[src/afrg_pkg.sv]
`timescale 1ns / 1ps
// ----------------------------------------------------------------------------
// afrg_pkg
// Shared types and constants of the adaptive frame rate governor.
// ----------------------------------------------------------------------------
package afrg_pkg;

  localparam logic [2:0] REG_BASE = 3'd0;
  localparam logic [2:0] REG_MIN  = 3'd1;
  localparam logic [2:0] REG_MAX  = 3'd2;
  localparam logic [2:0] REG_QLIM = 3'd3;
  localparam logic [2:0] REG_LLIM = 3'd4;
  localparam logic [2:0] REG_DEC  = 3'd5;
  localparam logic [2:0] REG_INC  = 3'd6;

  localparam logic [16:0] Q16_ONE      = 17'd65536;
  localparam logic [18:0] Q16_MAXP     = 19'd262144;
  localparam logic [31:0] CPU_LIM      = 32'd58982;
  localparam logic [31:0] DROP_LIM     = 32'd3277;
  localparam logic [16:0] Q16_QUARTER  = 17'd16384;
  localparam logic [17:0] DEF_BASE     = 18'd7680;
  localparam logic [17:0] DEF_MIN      = 18'd256;
  localparam logic [17:0] DEF_QLIM     = 18'd52429;
  localparam logic [15:0] DEF_DEC      = 16'd52429;
  localparam logic [15:0] DEC_LO       = 16'd3277;
  localparam logic [15:0] DEC_HI       = 16'd64881;
  localparam logic [17:0] DEF_INC      = 18'd68813;
  localparam logic [17:0] INC_LO       = 18'd65536;
  localparam logic [17:0] INC_HI       = 18'd131072;

  // number of pressure sources and divider quotient width
  localparam int NSRC = 5;
  localparam int QW   = 19;

  typedef struct packed {
    logic load;     // capture item, start first division
    logic div_go;   // start division for the current source
    logic src_last; // current source is the last pressure source
    logic fac_go;   // start the factor division
    logic mul;      // apply the rate update
    logic commit;   // write back the rate and present the result
  } afrg_cmd_t;

  typedef struct packed {
    logic div_done;
  } afrg_sts_t;

endpackage

[src/afrg_ctrl.sv]
`timescale 1ns / 1ps
// ----------------------------------------------------------------------------
// afrg_ctrl
// Sequencer: walks the pressure sources through the shared divider, then the
// factor division and the rate update.
// ----------------------------------------------------------------------------
module afrg_ctrl (
  input  logic                 clk,
  input  logic                 rst,
  input  logic                 in_valid,
  output logic                 in_stall,
  output logic                 out_valid,
  input  logic                 out_stall,
  output afrg_pkg::afrg_cmd_t  cmd,
  output logic [2:0]           src,
  input  afrg_pkg::afrg_sts_t  sts
);

  typedef enum logic [5:0] {
    S_IDLE = 6'b000001,
    S_DIV  = 6'b000010,
    S_NEXT = 6'b000100,
    S_FAC  = 6'b001000,
    S_MUL  = 6'b010000,
    S_OUT  = 6'b100000
  } state_t;

  state_t     state, state_next;
  logic [2:0] src_next;

  // an item is taken only while idle
  assign in_stall = (state != S_IDLE);

  always_comb begin
    state_next    = state;
    src_next      = src;
    cmd           = '0;
    cmd.src_last  = (src == 3'(afrg_pkg::NSRC - 1));
    case (state)
      S_IDLE: begin
        if (in_valid && !in_stall) begin
          cmd.load   = 1'b1;
          src_next   = '0;
          state_next = S_DIV;
        end
      end
      S_DIV: begin
        if (sts.div_done) begin
          state_next = S_NEXT;
        end
      end
      S_NEXT: begin
        if (cmd.src_last) begin
          cmd.fac_go    = 1'b1;
          state_next    = S_FAC;
        end else begin
          src_next   = src + 3'd1;
          cmd.div_go = 1'b1;
          state_next = S_DIV;
        end
      end
      S_FAC: begin
        if (sts.div_done) begin
          state_next    = S_MUL;
        end
      end
      S_MUL: begin
        cmd.mul    = 1'b1;
        state_next = S_OUT;
      end
      S_OUT: begin
        if (!out_valid) begin
          cmd.commit = 1'b1;
        end else if (!out_stall) begin
          state_next = S_IDLE;
        end
      end
      default: state_next = S_IDLE;
    endcase
  end

  always_ff @(posedge clk) begin
    if (rst) begin
      state     <= S_IDLE;
      src       <= '0;
      out_valid <= 1'b0;
    end else begin
      state    <= state_next;
      src      <= src_next;
      if (cmd.commit) begin
        out_valid <= 1'b1;
      end else if (!out_stall) begin
        out_valid <= 1'b0;
      end
    end
  end

endmodule

[src/afrg_div.sv]
`timescale 1ns / 1ps
// ----------------------------------------------------------------------------
// afrg_div
// Restoring divider, one quotient bit per cycle: floor(num * 2^16 / den), saturated to QW bits.
// ----------------------------------------------------------------------------
module afrg_div (
  input  logic                       clk,
  input  logic                       rst,
  input  logic                       start,
  input  logic [31:0]                num,
  input  logic [31:0]                den,
  output logic [afrg_pkg::QW-1:0]    quo,
  output logic                       done
);

  localparam int STEPS = 48;
  localparam int CW    = $clog2(STEPS);

  logic [32:0]   rem;
  logic [31:0]   dsr;
  logic [47:0]   dvd;
  logic [CW-1:0] cnt;
  logic          run;
  logic [32:0]   trial;
  logic          sat;
  logic [afrg_pkg::QW-1:0] q_reg;

  // quotient bits above QW are only needed to detect saturation
  assign trial = {rem[31:0], dvd[47]} - {1'b0, dsr};
  assign quo   = sat ? '1 : q_reg;

  always_ff @(posedge clk) begin
    if (rst) begin
      run  <= 1'b0;
      done <= 1'b0;
      cnt  <= '0;
    end else begin
      done <= 1'b0;
      if (start) begin
        run <= 1'b1;
        cnt <= '0;
      end else if (run) begin
        if (cnt == CW'(STEPS - 1)) begin
          run  <= 1'b0;
          done <= 1'b1;
        end
        cnt <= cnt + CW'(1);
      end
    end
  end

  always_ff @(posedge clk) begin
    if (start) begin
      rem   <= '0;
      dvd   <= {num, 16'd0};
      dsr   <= den;
      q_reg <= '0;
      sat   <= 1'b0;
    end else if (run) begin
      dvd <= {dvd[46:0], 1'b0};
      if (q_reg[afrg_pkg::QW-1]) sat <= 1'b1;
      if (!trial[32]) begin
        rem   <= trial;
        q_reg <= {q_reg[afrg_pkg::QW-2:0], 1'b1};
      end else begin
        rem   <= {rem[31:0], dvd[47]};
        q_reg <= {q_reg[afrg_pkg::QW-2:0], 1'b0};
      end
    end
  end

endmodule

[src/afrg_dp.sv]
`timescale 1ns / 1ps
// ----------------------------------------------------------------------------
// afrg_dp
// Datapath: effective configuration, source operands, pressure maximum,
// rate multiply and clamp.
// ----------------------------------------------------------------------------
module afrg_dp #(
  parameter int RATE_WIDTH = 18
) (
  input  logic                        clk,
  input  logic                        rst,
  input  afrg_pkg::afrg_cmd_t         cmd,
  input  logic [2:0]                  src,
  output afrg_pkg::afrg_sts_t         sts,
  input  logic                        cfg_valid,
  input  logic [2:0]                  cfg_index,
  input  logic [31:0]                 cfg_data,
  input  logic signed [31:0]          latency,
  input  logic [16:0]                 queue_fill,
  input  logic [16:0]                 cpu_load,
  input  logic [16:0]                 gpu_load,
  input  logic [16:0]                 drop_rate,
  output logic [RATE_WIDTH-1:0]       target_fps,
  output logic                        overloaded
);

  localparam int RW = RATE_WIDTH;
  localparam int QW = afrg_pkg::QW;

  logic [RW-1:0] reg_base, reg_min, reg_max;
  logic [17:0]   reg_qlim;
  logic [19:0]   reg_llim;
  logic [15:0]   reg_dec;
  logic [17:0]   reg_inc;

  logic [RW-1:0] e_base, e_min, e_max, m0, b0, b1;
  logic [17:0]   e_qlim;
  logic [15:0]   e_dec, d0;
  logic [17:0]   e_inc, i0;

  logic [31:0]   lat;
  logic [16:0]   qu, cu, gu, dr;
  logic [RW-1:0] rate, rate_new;
  logic [QW-1:0] pmax, pcur;
  logic          over;
  logic [31:0]   num, den;
  logic          skip, done_q, div_start;
  logic [QW-1:0] quo;
  logic          div_done;
  logic [16:0]   factor;
  logic [RW+17:0] prod;
  logic [RW:0]   r1;
  logic [RW-1:0] r2;
  logic          init;

  function automatic logic [16:0] sat1(input logic [16:0] v);
    return (v > afrg_pkg::Q16_ONE) ? afrg_pkg::Q16_ONE : v;
  endfunction

  // effective configuration
  always_comb begin
    b0    = (reg_base != '0) ? reg_base : RW'(afrg_pkg::DEF_BASE);
    e_min = (reg_min != '0) ? reg_min : RW'(afrg_pkg::DEF_MIN);
    m0    = (reg_max != '0) ? reg_max : b0;
    e_max = (m0 < e_min) ? e_min : m0;
    b1    = (b0 < e_min) ? e_min : b0;
    e_base = (b1 > e_max) ? e_max : b1;
    e_qlim = (reg_qlim != '0) ? reg_qlim : afrg_pkg::DEF_QLIM;
    d0    = (reg_dec != '0) ? reg_dec : afrg_pkg::DEF_DEC;
    e_dec = (d0 < afrg_pkg::DEC_LO) ? afrg_pkg::DEC_LO :
            (d0 > afrg_pkg::DEC_HI) ? afrg_pkg::DEC_HI : d0;
    i0    = (reg_inc != '0) ? reg_inc : afrg_pkg::DEF_INC;
    e_inc = (i0 < afrg_pkg::INC_LO) ? afrg_pkg::INC_LO :
            (i0 > afrg_pkg::INC_HI) ? afrg_pkg::INC_HI : i0;
  end

  always_ff @(posedge clk) begin
    if (rst) begin
      reg_base <= RW'(afrg_pkg::DEF_BASE);
      reg_min  <= RW'(afrg_pkg::DEF_MIN);
      reg_max  <= RW'(afrg_pkg::DEF_BASE);
      reg_qlim <= afrg_pkg::DEF_QLIM;
      reg_llim <= '0;
      reg_dec  <= afrg_pkg::DEF_DEC;
      reg_inc  <= afrg_pkg::DEF_INC;
    end else if (cfg_valid) begin
      case (cfg_index)
        afrg_pkg::REG_BASE: reg_base <= cfg_data[RW-1:0];
        afrg_pkg::REG_MIN:  reg_min  <= cfg_data[RW-1:0];
        afrg_pkg::REG_MAX:  reg_max  <= cfg_data[RW-1:0];
        afrg_pkg::REG_QLIM: reg_qlim <= cfg_data[17:0];
        afrg_pkg::REG_LLIM: reg_llim <= cfg_data[19:0];
        afrg_pkg::REG_DEC:  reg_dec  <= cfg_data[15:0];
        afrg_pkg::REG_INC:  reg_inc  <= cfg_data[17:0];
        default: ;
      endcase
    end
  end

  // operands of the current pressure source
  always_comb begin
    case (src)
      3'd0: begin
        num  = lat[31] ? 32'd0 : lat;
        den  = {12'd0, reg_llim};
      end
      3'd1: begin
        num = {15'd0, qu};
        den = {14'd0, e_qlim};
      end
      3'd2: begin
        num = {15'd0, cu};
        den = afrg_pkg::CPU_LIM;
      end
      3'd3: begin
        num = {15'd0, gu};
        den = afrg_pkg::CPU_LIM;
      end
      3'd4: begin
        num = {15'd0, dr};
        den = afrg_pkg::DROP_LIM;
      end
      default: begin
        num = '0;
        den = 32'd1;
      end
    endcase
    skip = (num == '0) || (den == '0);
  end

  logic [31:0] fnum, fden, dnum, dden;
  always_comb begin
    fnum = {16'd0, e_dec};
    fden = (pmax < QW'(afrg_pkg::Q16_ONE)) ? 32'(afrg_pkg::Q16_ONE) : 32'(pmax);
    dnum = cmd.fac_go ? fnum : num;
    dden = cmd.fac_go ? fden : den;
  end

  // a source's division starts in the first cycle that src holds it;
  // a skipped source finishes at once through done_q
  assign div_start = cmd.fac_go || (init && !skip);

  afrg_div u_div (
    .clk   (clk),
    .rst   (rst),
    .start (div_start),
    .num   (dnum),
    .den   (dden),
    .quo   (quo),
    .done  (div_done)
  );

  // saturate pressure to 4.0; pmax and over accumulate when a source's division ends
  assign pcur = (quo > QW'(afrg_pkg::Q16_MAXP)) ? QW'(afrg_pkg::Q16_MAXP) : quo;
  assign sts.div_done = div_done || done_q;

  logic cur_skip, fac_phase;
  always_ff @(posedge clk) begin
    if (rst) begin
      init      <= 1'b0;
      done_q    <= 1'b0;
      cur_skip  <= 1'b0;
      fac_phase <= 1'b0;
    end else begin
      init   <= cmd.load || cmd.div_go;
      done_q <= init && skip;
      if (init) cur_skip <= skip;
      if (cmd.fac_go) fac_phase <= 1'b1;
      else if (cmd.mul) fac_phase <= 1'b0;
    end
  end

  always_ff @(posedge clk) begin
    if (cmd.load) begin
      lat  <= latency;
      qu   <= sat1(queue_fill);
      cu   <= sat1(cpu_load);
      gu   <= sat1(gpu_load);
      dr   <= sat1(drop_rate);
      pmax <= '0;
      over <= 1'b0;
    end else if (div_done && !fac_phase && !cur_skip) begin
      if (pcur > pmax) pmax <= pcur;
      if (num > den) over <= 1'b1;
    end
    if (div_done && fac_phase) begin
      factor <= (quo < QW'(afrg_pkg::Q16_QUARTER)) ? afrg_pkg::Q16_QUARTER
                                                   : quo[16:0];
    end
  end

  // rate update: at most one multiply, then a clamp registered into rate_new
  always_comb begin
    if (over) begin
      prod = (RW+18)'(rate) * (RW+18)'(factor);
      r1   = (RW+1)'(prod >> 16);
    end else if (rate < e_base) begin
      prod = (RW+18)'(rate) * (RW+18)'(e_inc);
      r1   = (RW+1)'(prod >> 16);
      if (r1 > (RW+1)'(e_base)) r1 = (RW+1)'(e_base);
    end else begin
      prod = '0;
      r1   = (RW+1)'(rate);
    end
    r2 = (r1 < (RW+1)'(e_min)) ? e_min :
         (r1 > (RW+1)'(e_max)) ? e_max : r1[RW-1:0];
  end

  // reset settings give an effective base equal to the default base
  always_ff @(posedge clk) begin
    if (rst) begin
      rate <= RW'(afrg_pkg::DEF_BASE);
    end else if (cmd.commit) begin
      rate <= rate_new;
    end
  end

  always_ff @(posedge clk) begin
    if (cmd.mul) rate_new <= r2;
    if (cmd.commit) begin
      target_fps <= rate_new;
      overloaded <= over;
    end
  end

endmodule

[src/adaptive_frame_rate_governor_top.sv]
`timescale 1ns / 1ps
// ----------------------------------------------------------------------------
// adaptive_frame_rate_governor_top
// Frame rate governor: one new target rate per feedback item.
// ----------------------------------------------------------------------------
// One item is processed at a time. Each of the five pressure sources is
// divided by its limit on a shared 48-step restoring divider (skipped when
// the value or its limit is zero), then come the factor division, a multiply
// state and a result state. The next item is accepted no earlier than the
// cycle after the result is taken. The rate starts at the effective base of
// the reset settings; register writes affect later updates and never reload
// the rate.
module adaptive_frame_rate_governor_top #(
  parameter int RATE_WIDTH = 18
) (
  input  logic                  clk,
  input  logic                  rst,
  input  logic                  in_valid,
  output logic                  in_stall,
  input  logic signed [31:0]    latency,
  input  logic [16:0]           queue_fill,
  input  logic [16:0]           cpu_load,
  input  logic [16:0]           gpu_load,
  input  logic [16:0]           drop_rate,
  output logic                  out_valid,
  input  logic                  out_stall,
  output logic [RATE_WIDTH-1:0] target_fps,
  output logic                  overloaded,
  input  logic                  cfg_valid,
  output logic                  cfg_ready,
  input  logic [2:0]            cfg_index,
  input  logic [31:0]           cfg_data
);

  afrg_pkg::afrg_cmd_t cmd;
  afrg_pkg::afrg_sts_t sts;
  logic [2:0]          src;

  assign cfg_ready = 1'b1;

  afrg_ctrl u_ctrl (
    .clk       (clk),
    .rst       (rst),
    .in_valid  (in_valid),
    .in_stall  (in_stall),
    .out_valid (out_valid),
    .out_stall (out_stall),
    .cmd       (cmd),
    .src       (src),
    .sts       (sts)
  );

  afrg_dp #(.RATE_WIDTH(RATE_WIDTH)) u_dp (
    .clk         (clk),
    .rst         (rst),
    .cmd         (cmd),
    .src         (src),
    .sts         (sts),
    .cfg_valid   (cfg_valid),
    .cfg_index   (cfg_index),
    .cfg_data    (cfg_data),
    .latency     (latency),
    .queue_fill  (queue_fill),
    .cpu_load    (cpu_load),
    .gpu_load    (gpu_load),
    .drop_rate   (drop_rate),
    .target_fps  (target_fps),
    .overloaded  (overloaded)
  );

endmodule
[config.mk]
export PLATFORM = sky130hd
export DESIGN_NAME = adaptive_frame_rate_governor_top
export DESIGN_NICKNAME = d
export VERILOG_FILES = /design/src/afrg_pkg.sv /design/src/afrg_ctrl.sv /design/src/afrg_div.sv /design/src/afrg_dp.sv /design/src/adaptive_frame_rate_governor_top.sv
export SDC_FILE = /design/constraint.sdc
export NUM_CORES = 2
export LEC_CHECK = 0
export ABC_AREA = 1
export BUFFER_PORTS_ARGS = -buffer_cell sky130_fd_sc_hd__buf_2
export CORE_ASPECT_RATIO = 2
export CORE_UTILIZATION = 55
export DETAILED_ROUTE_END_ITERATION = 10
export PLACE_DENSITY_LB_ADDON = 0.08
export SETUP_SLACK_MARGIN = 0.5
export SLEW_MARGIN = 20
export SYNTH_ARGS = -nofsm -noshare
export SYNTH_HDL_FRONTEND = slang
export SYNTH_HIERARCHICAL = 1
export SYNTH_SLANG_ARGS = --single-unit
[constraint.sdc]
create_clock -name clk -period 12.1 [get_ports clk]
set_input_delay 2.42 -clock clk [delete_from_list [all_inputs] [get_ports clk]]
set_output_delay 2.42 -clock clk [all_outputs]
set_load 0.005 [all_outputs]
==> summary.txt <==
Yosys
  • Mux cell area share after synthesis: 0.0213%
  • #FFs+latches synth: 456
  • Synth warn: 6
  • Share of synthesized cell area in and, or, nand and nor gates: between 20% and 30%
  • Adder-cell share of the synthesized area: 31.7%
  • Largest family of logic cells by synthesized area: adder cells
  • Xor/xnor cell area share of the yosys netlist: 1.04%
  • Sequential area share after synthesis: 24.0%
  • Post-Syn Area: roughly 47000 um^2
  • Number of flops mapped to enable cells by yosys: 218
  • Asr flop ratio synth: 0%
  • Syn avg cell area: 7.62 um^2
  • Synth Instances: between 6000 and 7000
  • Yosys cell types: 72
  • Main synth FF type: dfxtp_1
  • Post-synthesis compound-gate area fraction: roughly a tenth

Global route
  • Vias in the first global route: 41900
  • Total track usage: between 30% and 40%
  • First-pass GRT wire length: 231 mm
  • Pin count of the biggest net entering global routing: 79
  • Overflow left after global routing: 0
  • Initial antenna violation count: 6

Timing
  • Min Hold Slack: 0.465 ns
  • Final setup fails: 0
  • Max frequency: 0.0895 GHz
  • Relative slew slack: between 10% and 20%
  • RSZ-0062 raised after global routing: no
  • Worst-Margin Slew: ~1.3 ns
  • Tcrit/Tclk final: 92.3%
  • Final min period: 11.17 ns
  • Final slew viol count: 0
  • Worst Clk Skew: 0.0206 ns
  • Setup TNS: 0 ns
  • Hold Vio Cnt, Final: 0

Setup path
  • Critical Path Max Stage Delay: between 0.5 and 0.6 ns
  • Critical setup path kind: register to register
  • Crit end category: register
  • CP most frequent cell: nand2_1
  • CP Launch Type: register
  • Crit-path slowest cell: fa_1
  • Crit-path max FO: 34
  • Worst path required time: 12.42 ns
  • WP data arrival: 11.49 ns

Detailed routing
  • 1st-iter DRT viols: roughly 2500
  • Via density: between 5 and 6
  • Avg WL per Cell: 20.8 um
  • DR pass1 iterations: 6
  • Final ANT Viol Nets: 0
  • Drt drc: 0
  • Detailed Route WL: 152 mm
  • Via count: ~41000

Die
  • Die X-Extent: 209 um
  • Die H: 416 um
  • Core area: 84600 um^2
  • Initial Util: a little under three fifths
  • Io pins: about 160
  • Die area: 86800 um^2
  • Count of standard-cell rows: 151

Layout
  • Most common cell after layout, fill and taps aside: nand2_1
  • Commonest cells after routing, fill and taps aside: nand2_1 (1461), inv_1 (1277), nor2_1 (506), fa_1 (486), ha_1 (399)
  • Share of layout cells above drive strength 1: 7.40%
  • Final instance area: 50600 um^2
  • P&R area growth vs syn: 7.57%
  • # nets final: 7268

Clock tree
  • H-Tree Depth: 2
  • Worst-case clock buffer depth: 3
  • Worst-Skew Late Latency: 0.57 ns
  • Clock transition at path regs: 0.08 ns
  • CTS tree: done
  • Root buffer cell: clkbuf_16
  • CTS buffer count: 38
  • Clock sinks: between 400 and 500

Power
  • Maximum vdd drop: 0.254 mV
  • Power per cell area: 153 nW/um^2
  • Pleak: 26.1 nW

Outcome
  • Status: complete, no violations

Place
  • Placed wire-length estimate: around 120 mm
  • Placed cell area: ~50000 um^2
  • GPL Wtd Cong: 1.05
  • I/O Buffers: 148

Run
  • Max cap viols: 0

Min path
  • Hold Crit Class: register to register
routing by layer:
metal / up-vias / global-route usage, % / wire length (um)
li1: 19300 / - / -
met1: 19500 / 33.1 / 48500
met2: 1431 / 67.3 / 81200
met3: 565 / 3.61 / 6990
met4: 4 / 31.6 / 15600
met5: - / 0 / 19
repair_timing:
item | 4_1_cts | 5_1_grt
setup endpoints to repair | 17 | 18
hold endpoints to repair | 0 | 0
cloned | 0 | 2
pin swaps | 0 | 27
gates resized for setup | 8 | 81
setup buffers | 0 | 15
hold buffers | 0 | 0
path summary, 6_finish.rpt:
| path | start | slack [ns] | end | cells past startpoint |
|---|---|---|---|---|
| hold reg to reg | u_dp/reg_llim[12]$_SDFFE_PP0P_ | 0.47 | u_dp/reg_llim[12]$_SDFFE_PP0P_ | 2 |
| setup reg to reg | u_dp/reg_inc[0]$_SDFFE_PP1P_ | 0.93 | u_dp/rate_new[17]$_DFFE_PP_ | 61 |
| setup / recovery | u_dp/reg_inc[0]$_SDFFE_PP1P_ | 0.93 | u_dp/rate_new[17]$_DFFE_PP_ | 61 |
| hold / removal | u_dp/reg_llim[12]$_SDFFE_PP0P_ | 0.47 | u_dp/reg_llim[12]$_SDFFE_PP0P_ | 2 |
final cells by class:
class | count | area, um^2
multi-input combinational | 4173 | 30300
inverter | 1313 | 4940
clock buffer | 47 | 1030
timing repair buffer | 249 | 1530
tap | 1071 | 1340
sequential | 456 | 11300
clock inverter | 22 | 239
antenna | 4 | 10.0
fill | 7967 | 34000
synth_stat cells, types with 41 or more instances:
cell type     n  area share, %
a21oi_1     318            3.4
clkbuf_1    199            1.6
dfxtp_1     238             10
edfxtp_1    218             14
fa_1        491             21
ha_1        406             11
inv_1      1289             10
nand2_1    1464             12
nand3_1     162            1.7
nand4_1      63           0.84
nor2_1      516            4.1
nor3_1       45           0.48
nor4_1       41           0.54
o21ai_0     327            3.5
worst max-delay path, delay by kind of cell (launching register included):
kind,cells,cell delay [ns]
adder cells (fa/ha/maj),9,4.05
AND/OR/NAND/NOR,27,3.03
AO/OA/AOI/OAI,10,1.76
buffers and inverters,14,1.50
flip-flops,1,0.34
XOR/XNOR,1,0.23
stage by stage:
step	util, %	setup slack (ns)	cells	total power (W)
after floorplan	-	1.64	6187	0.00492
after global placement	57.8	0.245	7245	0.00599
after detailed placement	57.8	0.201	7245	0.00606
after CTS	59.3	0.520	7314	0.00738
after global routing	59.8	0.360	7335	0.00830
final	59.8	0.928	7335	0.00775
cell families (layout without fill, tap and decap cells):
| kind of cell | Yosys count | in the layout |
|---|---|---|
| AND/OR/NAND/NOR | 2387 | 2389 |
| buffers and inverters | 1560 | 1631 |
| adder cells (fa/ha/maj) | 897 | 897 |
| AO/OA/AOI/OAI | 817 | 817 |
| flip-flops | 456 | 456 |
| XOR/XNOR | 55 | 55 |
| other | 2 | 18 |
| multiplexers | 1 | 1 |
power by group:
part	switching, W	internal (W)	total [W]
Sequential	0.0000589	0.00186	0.00191
Clock	0.000599	0.000697	0.00130
Combinational	0.00294	0.00159	0.00454
Total	0.00360	0.00415	0.00775
(Power assumes the default switching activity.)
